## src/rtl/amfi_pkg.sv

```systemverilog
`timescale 1ns / 1ps
`default_nettype none

package amfi_pkg;

    // Parser phases
    typedef enum logic [3:0] {
        PH_HEADER    = 4'd0,
        PH_TOP_TAG   = 4'd1,
        PH_TOP_SIZE  = 4'd2,
        PH_LIST_TYPE = 4'd3,
        PH_SKIP_TOP  = 4'd4,
        PH_MOVI_TAG  = 4'd5,
        PH_MOVI_SIZE = 4'd6,
        PH_SKIP_MOVI = 4'd7
    } phase_t;

    // Result kinds
    localparam logic [1:0] KIND_FRAME   = 2'd0;
    localparam logic [1:0] KIND_DONE    = 2'd1;
    localparam logic [1:0] KIND_INVALID = 2'd2;

    // Header words, big-endian as they shift in
    localparam logic [31:0] TAG_RIFF = 32'h5249_4646;
    localparam logic [31:0] TAG_AVI  = 32'h4156_4920;
    localparam logic [31:0] TAG_LIST = 32'h4C49_5354;
    localparam logic [31:0] TAG_MOVI = 32'h6D6F_7669;
    localparam logic [15:0] TAG_DC   = 16'h6463;

    localparam int RES_FIFO_DEPTH = 4;
    localparam int RES_PTR_W      = 2;
    localparam int RES_CNT_W      = 3;

    typedef struct packed {
        logic [1:0]  kind;
        logic [31:0] offset;
        logic [31:0] size;
        logic        last;
    } result_t;

    // Up to two results produced by one byte
    typedef struct packed {
        logic [1:0] count;
        result_t    first;
        result_t    second;
    } res_push_t;

endpackage

`default_nettype wire

```

## src/rtl/amfi_result_fifo.sv

```systemverilog
`timescale 1ns / 1ps
`default_nettype none

module amfi_result_fifo
    import amfi_pkg::*;
(
    input  wire logic      aclk,
    input  wire logic      aresetn,
    input  wire res_push_t push,
    output logic           space_ok,
    output logic           out_valid,
    input  wire logic      out_ready,
    output result_t        out_data
);

    result_t                mem [RES_FIFO_DEPTH];
    logic [RES_PTR_W-1:0]   wr_ptr_reg, wr_ptr_next;
    logic [RES_PTR_W-1:0]   rd_ptr_reg, rd_ptr_next;
    logic [RES_CNT_W-1:0]   count_reg, count_next;
    logic                   pop;
    logic [RES_PTR_W-1:0]   wr_ptr_plus1;

    assign out_valid    = (count_reg != '0);
    assign out_data     = mem[rd_ptr_reg];
    // room for the worst case of two results from one item
    assign space_ok     = (count_reg <= RES_CNT_W'(RES_FIFO_DEPTH - 2));
    assign pop          = out_valid && out_ready;
    assign wr_ptr_plus1 = wr_ptr_reg + RES_PTR_W'(1);

    always_comb begin
        wr_ptr_next = wr_ptr_reg + RES_PTR_W'(push.count);
        rd_ptr_next = rd_ptr_reg + RES_PTR_W'(pop);
        count_next  = count_reg + RES_CNT_W'(push.count) - RES_CNT_W'(pop);
    end

    always_ff @(posedge aclk) begin
        if (!aresetn) begin
            wr_ptr_reg <= '0;
            rd_ptr_reg <= '0;
            count_reg  <= '0;
        end else begin
            wr_ptr_reg <= wr_ptr_next;
            rd_ptr_reg <= rd_ptr_next;
            count_reg  <= count_next;
        end
    end

    always_ff @(posedge aclk) begin
        if (push.count != 2'd0) begin
            mem[wr_ptr_reg] <= push.first;
        end
        if (push.count == 2'd2) begin
            mem[wr_ptr_plus1] <= push.second;
        end
    end

endmodule

`default_nettype wire

```

## src/rtl/avi_movi_frame_indexer.sv

```systemverilog
`timescale 1ns / 1ps
`default_nettype none

// AVI movi frame indexer.
// Input channel (s_*): one file byte per item, s_end_of_file set on the final
// byte. Output channel (m_*): result items. Kind 0 is a frame record carrying
// the payload byte position and the chunk's size; kind 1 closes the parse
// with frames found; kind 2 flags a bad header, early end of file, a short
// LIST size or a movi list without frames. m_last_result marks the final
// result caused by one input byte (a byte causes at most two).
// Results are written to the result queue as their byte is accepted.
// Throughput: one byte per cycle while the result queue has room. The parser
// state updates in the cycle the byte is taken; results go to a 4-entry queue
// and s_ready stays high while the queue has room for two more, so a stalled
// receiver only backs up the input once three or more results are pending.
// After the closing result every further byte is accepted and dropped until
// reset. Reset (aresetn low, synchronous) returns to the header check at byte
// position zero and empties the result queue.
// POSITION_WIDTH sets the byte position counter width; positions wrap.
module avi_movi_frame_indexer
    import amfi_pkg::*;
#(
    parameter int POSITION_WIDTH = 32
) (
    input  wire logic        aclk,
    input  wire logic        aresetn,
    input  wire logic        s_valid,
    output logic             s_ready,
    input  wire logic [7:0]  s_data_byte,
    input  wire logic        s_end_of_file,
    output logic             m_valid,
    input  wire logic        m_ready,
    output logic [1:0]       m_result_kind,
    output logic [31:0]      m_frame_offset,
    output logic [31:0]      m_frame_size,
    output logic             m_last_result
);

    // list end holds position plus a 32-bit size, so one bit above the wider
    localparam int LW = ((POSITION_WIDTH > 32) ? POSITION_WIDTH : 32) + 1;

    phase_t                    phase_reg, phase_next;
    logic [POSITION_WIDTH-1:0] pos_reg, pos_next;
    logic [1:0]                idx_reg, idx_next;
    logic [31:0]               tag_reg, tag_next;
    logic [31:0]               size_reg, size_next;
    logic [32:0]               skip_reg, skip_next;
    logic [LW-1:0]             list_end_reg, list_end_next;
    logic                      seen_reg, seen_next;
    logic                      done_reg, done_next;

    logic                      accept;
    logic                      space_ok;
    res_push_t                 push;
    result_t                   out_data;

    // per-byte decisions
    logic                      word_done;
    logic [LW-1:0]             pos_ext;
    logic                      frame_emit;
    logic                      fin_sw;
    logic [1:0]                fin_sw_kind;
    logic                      eof_fin;
    logic [1:0]                eof_kind;
    logic                      movi_top;   // back at the movi loop head
    logic                      in_movi;
    result_t                   frame_res, fin_res;

    assign s_ready = space_ok;
    assign accept  = s_valid && s_ready;

    always_comb begin
        phase_next    = phase_reg;
        pos_next      = pos_reg;
        idx_next      = idx_reg;
        tag_next      = tag_reg;
        size_next     = size_reg;
        skip_next     = skip_reg;
        list_end_next = list_end_reg;
        seen_next     = seen_reg;
        done_next     = done_reg;
        frame_emit    = 1'b0;
        fin_sw        = 1'b0;
        fin_sw_kind   = KIND_INVALID;
        eof_fin       = 1'b0;
        eof_kind      = KIND_INVALID;
        movi_top      = 1'b0;
        in_movi       = 1'b0;
        word_done     = (idx_reg == 2'd3);
        pos_next      = pos_reg + POSITION_WIDTH'(1);
        pos_ext       = LW'(pos_next);

        // field shifters run outside the skip phases
        if (phase_reg != PH_SKIP_TOP && phase_reg != PH_SKIP_MOVI) begin
            idx_next = idx_reg + 2'd1;
            if (phase_reg == PH_TOP_SIZE || phase_reg == PH_MOVI_SIZE) begin
                size_next = {s_data_byte, size_reg[31:8]};
            end else begin
                tag_next = {tag_reg[23:0], s_data_byte};
            end
        end

        unique case (phase_reg)
            PH_HEADER: begin
                if (word_done) begin
                    if (pos_ext == LW'(4) && tag_next != TAG_RIFF) begin
                        fin_sw = 1'b1;
                    end else if (pos_ext == LW'(12)) begin
                        if (tag_next != TAG_AVI) begin
                            fin_sw = 1'b1;
                        end else begin
                            phase_next = PH_TOP_TAG;
                        end
                    end
                end
            end
            PH_TOP_TAG: begin
                if (word_done) phase_next = PH_TOP_SIZE;
            end
            PH_TOP_SIZE: begin
                if (word_done) begin
                    if (tag_next == TAG_LIST) begin
                        phase_next = PH_LIST_TYPE;
                    end else begin
                        // odd sizes carry one pad byte
                        skip_next  = {1'b0, size_next} + 33'(size_next[0]);
                        phase_next = (skip_next != '0) ? PH_SKIP_TOP : PH_TOP_TAG;
                    end
                end
            end
            PH_LIST_TYPE: begin
                if (word_done) begin
                    if (size_next < 32'd4) begin
                        fin_sw = 1'b1;
                    end else if (tag_next == TAG_MOVI) begin
                        list_end_next = pos_ext + LW'(size_next) - LW'(4);
                        movi_top      = 1'b1;
                    end else begin
                        skip_next  = {1'b0, size_next} - 33'd4;
                        phase_next = (skip_next != '0) ? PH_SKIP_TOP : PH_TOP_TAG;
                    end
                end
            end
            PH_SKIP_TOP: begin
                skip_next = skip_reg - 33'd1;
                if (skip_next == '0) phase_next = PH_TOP_TAG;
            end
            PH_MOVI_TAG: begin
                if (word_done) phase_next = PH_MOVI_SIZE;
            end
            PH_MOVI_SIZE: begin
                if (word_done) begin
                    if (tag_next[15:0] == TAG_DC) begin
                        seen_next  = 1'b1;
                        frame_emit = 1'b1;
                    end
                    // realign to an even position after the payload
                    skip_next = {1'b0, size_next} + 33'(pos_next[0] ^ size_next[0]);
                    if (skip_next == '0) begin
                        movi_top = 1'b1;
                    end else begin
                        phase_next = PH_SKIP_MOVI;
                    end
                end
            end
            PH_SKIP_MOVI: begin
                skip_next = skip_reg - 33'd1;
                if (skip_next == '0) movi_top = 1'b1;
            end
            default: begin
                fin_sw = 1'b1;
            end
        endcase

        // movi loop head: close at list end, else expect the next subchunk
        if (movi_top) begin
            if (pos_ext >= list_end_next) begin
                fin_sw      = 1'b1;
                fin_sw_kind = seen_next ? KIND_DONE : KIND_INVALID;
            end else begin
                phase_next = PH_MOVI_TAG;
            end
        end

        in_movi = (phase_next == PH_MOVI_TAG) || (phase_next == PH_MOVI_SIZE) ||
                  (phase_next == PH_SKIP_MOVI);
        if (!fin_sw && s_end_of_file) begin
            eof_fin  = 1'b1;
            eof_kind = (in_movi && seen_next) ? KIND_DONE : KIND_INVALID;
        end
        done_next = fin_sw || eof_fin;
    end

    always_comb begin
        frame_res.kind   = KIND_FRAME;
        frame_res.offset = pos_ext[31:0];
        frame_res.size   = size_next;
        frame_res.last   = !(fin_sw || eof_fin);

        fin_res.kind     = fin_sw ? fin_sw_kind : eof_kind;
        fin_res.offset   = '0;
        fin_res.size     = '0;
        fin_res.last     = 1'b1;

        push.count  = 2'd0;
        push.first  = frame_emit ? frame_res : fin_res;
        push.second = fin_res;
        if (accept && !done_reg) begin
            push.count = 2'(frame_emit) + 2'(done_next);
        end
    end

    always_ff @(posedge aclk) begin
        if (!aresetn) begin
            phase_reg    <= PH_HEADER;
            pos_reg      <= '0;
            idx_reg      <= '0;
            tag_reg      <= '0;
            size_reg     <= '0;
            skip_reg     <= '0;
            list_end_reg <= '0;
            seen_reg     <= 1'b0;
            done_reg     <= 1'b0;
        end else if (accept && !done_reg) begin
            phase_reg    <= phase_next;
            pos_reg      <= pos_next;
            idx_reg      <= idx_next;
            tag_reg      <= tag_next;
            size_reg     <= size_next;
            skip_reg     <= skip_next;
            list_end_reg <= list_end_next;
            seen_reg     <= seen_next;
            done_reg     <= done_next;
        end
    end

    amfi_result_fifo u_result_fifo (
        .aclk      (aclk),
        .aresetn   (aresetn),
        .push      (push),
        .space_ok  (space_ok),
        .out_valid (m_valid),
        .out_ready (m_ready),
        .out_data  (out_data)
    );

    assign m_result_kind  = out_data.kind;
    assign m_frame_offset = out_data.offset;
    assign m_frame_size   = out_data.size;
    assign m_last_result  = out_data.last;

endmodule

`default_nettype wire
```

## config.mk

```make
export PLATFORM = sky130hd
export DESIGN_NAME = avi_movi_frame_indexer
export DESIGN_NICKNAME = d
export VERILOG_FILES = /design/src/rtl/amfi_pkg.sv /design/src/rtl/amfi_result_fifo.sv /design/src/rtl/avi_movi_frame_indexer.sv
export SDC_FILE = /design/constraint.sdc
export NUM_CORES = 1
export LEC_CHECK = 0
export BUFFER_PORTS_ARGS = -buffer_cell sky130_fd_sc_hd__clkbuf_2
export CAP_MARGIN = 20
export CORE_ASPECT_RATIO = 1.75
export CORE_MARGIN = 4
export CORE_UTILIZATION = 65
export CTS_BUF_LIST = sky130_fd_sc_hd__clkbuf_8
export DETAILED_ROUTE_END_ITERATION = 16
export PLACE_DENSITY = 0.94
export REMOVE_ABC_BUFFERS = 1
export SLEW_MARGIN = 20
export SYNTH_ARGS = -nofsm -noshare
export SYNTH_HDL_FRONTEND = slang
export SYNTH_SLANG_ARGS = --single-unit
```

## constraint.sdc

```tcl
create_clock -name aclk -period 13.4 [get_ports aclk]
set_input_delay 3.35 -clock aclk [delete_from_list [all_inputs] [get_ports aclk]]
set_output_delay 3.35 -clock aclk [all_outputs]
set_load 0.02 [all_outputs]
```

# Word level (Yosys, flattened, before mapping)
# Memories as Yosys holds them, arrays and structs flattened. A register that Yosys moved wholly into a read port is not among the register bits.
# Index checks and enable logic that the tools add are counted.
dict set report classes {
  eq_ne 27
  n_reduce_logical 26
  addsub 14
  bitwise_logic 1
  muxes 70
  order_cmp 3
}
# cell n
set ops {}
lappend ops {{33-bit two-way mux} 10}
lappend ops {{33-bit case mux with 4 select lines} 1}
lappend ops {{32-bit two-way mux} 4}
lappend ops {{67-bit two-way mux} 1}
lappend ops {{32-bit by 1-bit adder with 33-bit output} 2}
lappend ops {{33-bit logical NOT} 2}
lappend ops {{33-bit nonzero test} 2}
lappend ops {{32-bit by 31-bit == test with 1-bit output, second input constant} 2}
lappend ops {{32-bit by 31-bit != test with 1-bit output, second input constant} 2}
lappend ops {{4-bit two-way mux} 15}
lappend ops {{32-bit by 32-bit adder with 33-bit output} 1}
lappend ops {{32-bit by 33-bit >= comparator with 1-bit output} 1}
lappend ops {{32-bit by 3-bit subtractor with 33-bit output, second input constant} 1}
lappend ops {{33-bit by 1-bit subtractor with 33-bit output, second input constant} 1}
lappend ops {{33-bit by 3-bit subtractor with 33-bit output, second input constant} 1}
lappend ops {{32-bit by 1-bit adder with 32-bit output, second input constant} 1}
lappend ops {{32-bit by 3-bit == test with 1-bit output, second input constant} 1}
lappend ops {{32-bit by 4-bit == test with 1-bit output, second input constant} 1}
lappend ops {{32-bit by 3-bit < comparator with 1-bit output, second input constant} 1}
lappend ops {{4-bit by 3-bit == test with 1-bit output, second input constant} 7}
lappend ops {{4-bit case mux with 7 select lines} 1}
lappend ops {{1-bit two-way mux} 25}
lappend ops {{16-bit by 15-bit == test with 1-bit output, second input constant} 1}
lappend ops {{2-bit two-way mux} 8}
lappend ops {{26 further kinds} 49}
dict set report word_totals {
  out_inout_bits 69
  mem_bits_rw 268
  ff_bits 177
  input_bits 13
  memories 1
}
# memory depth word_bits rd rd_ports_with_merged_regs write_ports line
set mem_list {}
lappend mem_list {u_result_fifo.mem 4 67 1 1 2 amfi_result_fifo.sv:16} ;# result_t mem [RES_FIFO_DEPTH];

# Depth between registers and ports, before layout
dict set report depth {
  depth_word 22
  ltp_mapped 43
}

# Modules after synthesis
# A second synthesis with hierarchy kept.
dict set report unflattened {
  hier_cells 3165
  hier_area_um2 30733.2
}
# mod n_inst cells_each area_per_inst_um2
set modules_own_cells {}
lappend modules_own_cells {avi_movi_frame_indexer 1 2468 17279.1}
lappend modules_own_cells {amfi_result_fifo 1 697 13454.2}

# Worst setup path before layout
# No wires, ideal clock.
dict set report synth_path {
  path_type {input-to-reg}
  startpoint {in s_data_byte[1]}
  endpoint {mem u_result_fifo.mem[0][45] (netlist name)}
  path_slack_ns 4.012
  cell_stages 34
  t_arrival_ns 9.313
  cell_sequence {clkbuf_1 mux2_2 clkinv_1 ha_1 inv_1 ha_1 a21o_1 a21oi_1 nor2b_1 o21ai_0 nand2b_1 a221oi_1 xor2_1 nor2_1 a21oi_1 ha_1 a21o_1 a21oi_1 o21ai_0 a31oi_1 nand2_1 a211oi_1 a2111oi_1 a22oi_1 and2_1 buf_2 nand2_1 ha_1 o21ai_0 nor3_1 nand2_1 clkbuf_1 clkbuf_1 o21ai_0}
}
# element line
set synth_lines {}
lappend synth_lines {{from (decl)} avi_movi_frame_indexer.sv:29} ;# input wire logic [7:0] s_data_byte,
lappend synth_lines {{to (decl)} amfi_result_fifo.sv:16}

==> flow_summary.yaml <==
global_route:
  grt_overflow: 0
  grt_util_all_layers_pct: 40.7
  grt_pass1_vias: 26700
  grt_start_max_net_pins: 106
  antenna_found_initial: 1
  grt_pass1_wl_um: 145000
outcome:
  outcome: "finished, final reports clean"
floorplanning:
  io_pins: 82
  rows: 98
  initial_core_util_pct: 65.9
  die-area_sq_mm: 0.0451
  die_x_um: 162
  die_h_um: 278
  core_sq_mm: 0.0411
clock_network:
  hold_buffers: 0
  clock_latency_ps: 660
  cts_buffers: 66
  path_clk_slew_ps: 70
  cts_max_level: 3
  cts_resized: 0
  ctsRootBufferMaster: "clkbuf_8"
  postCtsSetupRepairBufs: 0
  cts.sinks: 445
  cts.path.max_buffers: 3
  cts_tree: "done"
routing:
  routed_wl_um: 95200
  dr_wl_met2_um: 45100
  drc_errors: 0
  first_pass_iters: 6
  routed_via_density: 6.87
  dr_wl_met3_um: 7840
  first_iter_violations: 3079
  met1_length_um: 30900
  wl_per_cell_um: 24.1
  top_layer: "met4"
  postRouteAntennaNets: 0
  vias: 27100
yosys:
  synth_top_cell_area_share_pct: 32.3
  synth.area.top_cells: "dfxtp_1, nand2_1, o21ai_0"
  ys_seq_elements: 445
  synth_seq_area_share_pct: 33.2
  yosysTopAreaCell: "dfxtp_1"
  synth_edf_count: 8
  postSynthCellCount: 3384
  synth_top_flop_cell: "dfxtp_1"
  syn-mean-instance-area_sq_um: 8.00
  ys_async_sr_fraction_pct: 0
  ys_types: 94
  yosysWarnings: 0
  synthesis.area_sq_mm: 0.0271
cells_and_area:
  instances_no_fill: 3949
  final_common_cell: "nand2_1"
  fillers: 3211
  largest_register_ffs: 268
  area_growth_pct: 7.80
  drive_gt1_share_pct: 11.4
  nNetsFinal: 3462
  final_cell_mix: "nand2_1, dfxtp_1, o21ai_0, nor2_1, a21oi_1"
hold_path:
  holdPathEnd: "u_result_fifo.mem[2][24]"
  min_from: "u_result_fifo.mem[2][24]"
  hold_class: "reg -> reg"
  min_path_cells: 2
setup_path:
  r2r_start: "phase_reg[1]"
  startpoint_type: "primary input"
  crit_arrival_ps: 11340
  cp_max_fo: 45
  r2r_slack_ps: 2630
  end_kind: "flop"
  crit_required_ps: 13950
  path_class: "in -> reg"
  r2r-end: "u_result_fifo.mem[0][45]"
  ff2ff_path_depth: 32
sta:
  slew_headroom_pct: 16.8
  max_freq_mhz: 92.7
  period_minus_slack_ps: 10790
  fin_skew_ps: 29.7
  rsz0062_at_grt: "no"
  setup_viol_count_final: 0
  finalCritPeriodShare_pct: 80.5
  finalMaxSlewViolations: 0
  worst_pin_slew_ps: 1220
  finalHoldViolations: 0
  setup_tns_ps: 0
pwr:
  cellPowerDensity_mw_per_mm2: 157
  p_leak_uw: 0.0109
  vdd_drop_max_mv: 0.0922
placement:
  dp.cells: 3833
  dp_hpwl_um: 67100
  port_buffers: 81
  gp_congestion: 1.09
run:
  maxCapViolCount: 0
[cell usage after synthesis (41+ instances only)]
cell,instances
clkbuf_1,219
or3_1,41
xnor2_1,124
dfxtp_1,437
o21ai_0,353
a211oi_1,83
nand4_1,57
nand2_1,477
nor3_1,89
nor2_1,268
nand3_1,78
mux4_2,67
nor4_1,53
inv_1,127
xor2_1,56
a21oi_1,157
mux2i_1,64
ha_1,96
[how the worst max path moves through the flow]
stage               slack [ps]           start  depth (start not counted)                        to
floorplan                  410    phase_reg[1]                         12              skip_reg[12]
global placement          2640  s_data_byte[6]                         27  u_result_fifo.mem[0][26]
detailed placement        2420  s_data_byte[1]                         32  u_result_fifo.mem[0][45]
CTS                       2930  s_data_byte[6]                         27  u_result_fifo.mem[0][45]
global route              2150      pos_reg[0]                         36  u_result_fifo.mem[0][52]
finish                    2610  s_data_byte[6]                         27  u_result_fifo.mem[0][45]
[worst max-delay path, stage by stage]
cell and delay [ps]:
clkbuf_2 140, nor4bb_1 290, nand3_1 110, mux2i_1 340, nand4_1 170, or4_1 790
nor2_2 590, mux2i_1 360, ha_1 300, a21o_1 200, a21o_1 180, a211oi_1 320
nand2_1 110, nand2_1 120, a21oi_1 50, o31ai_1 270, and3_1 240, o41a_1 180
a21o_1 260, and2_1 310, nand2_1 90, ha_1 410, o21ai_0 200, nor3_1 680
nand2_2 450, buf_4 410, o21ai_0 320
[per-layer routing]
metal	track usage, %	vias up
met5	0	-
met4	39.8	0
met3	7.65	650
met2	68.0	1717
met1	41.7	12700
li1	-	12100
[per-stage QoR]
step / utilization [%] / area [sq um] / setup WS [ps] / hold WS (ps) / total power [uW]
after floorplan: - / 26100 / 414 / 420 / 2780
after global placement: 67.6 / 27800 / 2640 / 428 / 3280
after detailed placement: 67.6 / 27800 / 2420 / 437 / 3310
after CTS: 71.0 / 29100 / 2930 / 451 / 4490
after global routing: 71.0 / 29200 / 2150 / 465 / 4760
final: 71.0 / 29200 / 2610 / 448 / 4570
[cells by family after synthesis]
family	synth area share, %
fa+ha+maj	4.59
xor+xnor	5.83
compound gates	19.7
buf+inv	5.43
mux	8.69
simple gates	22.5
flops	33.2
[area by class of cell]
| class | instances | area, sq um | share of cell area, % |
|---|---|---|---|
| clock buffers | 77 | 1060 | 3.63 |
| multi-input cells | 2558 | 16700 | 57.2 |
| diodes | 2 | 5.00 | 0.0172 |
| clock inverters | 37 | 333 | 1.14 |
| well taps | 550 | 688 | 2.36 |
| repair buffers | 150 | 923 | 3.17 |
| inverters | 130 | 490 | 1.68 |
| flip-flops and latches | 445 | 9000 | 30.8 |
[power breakdown]
part           switching [uW]  internal, uW  total (uW)  leakage [uW]
combinational            1150           679        1830       0.00658
sequential                152          1400        1550       0.00361
clock                     566           628        1190      0.000765
Power figures use the tool's default switching activity.
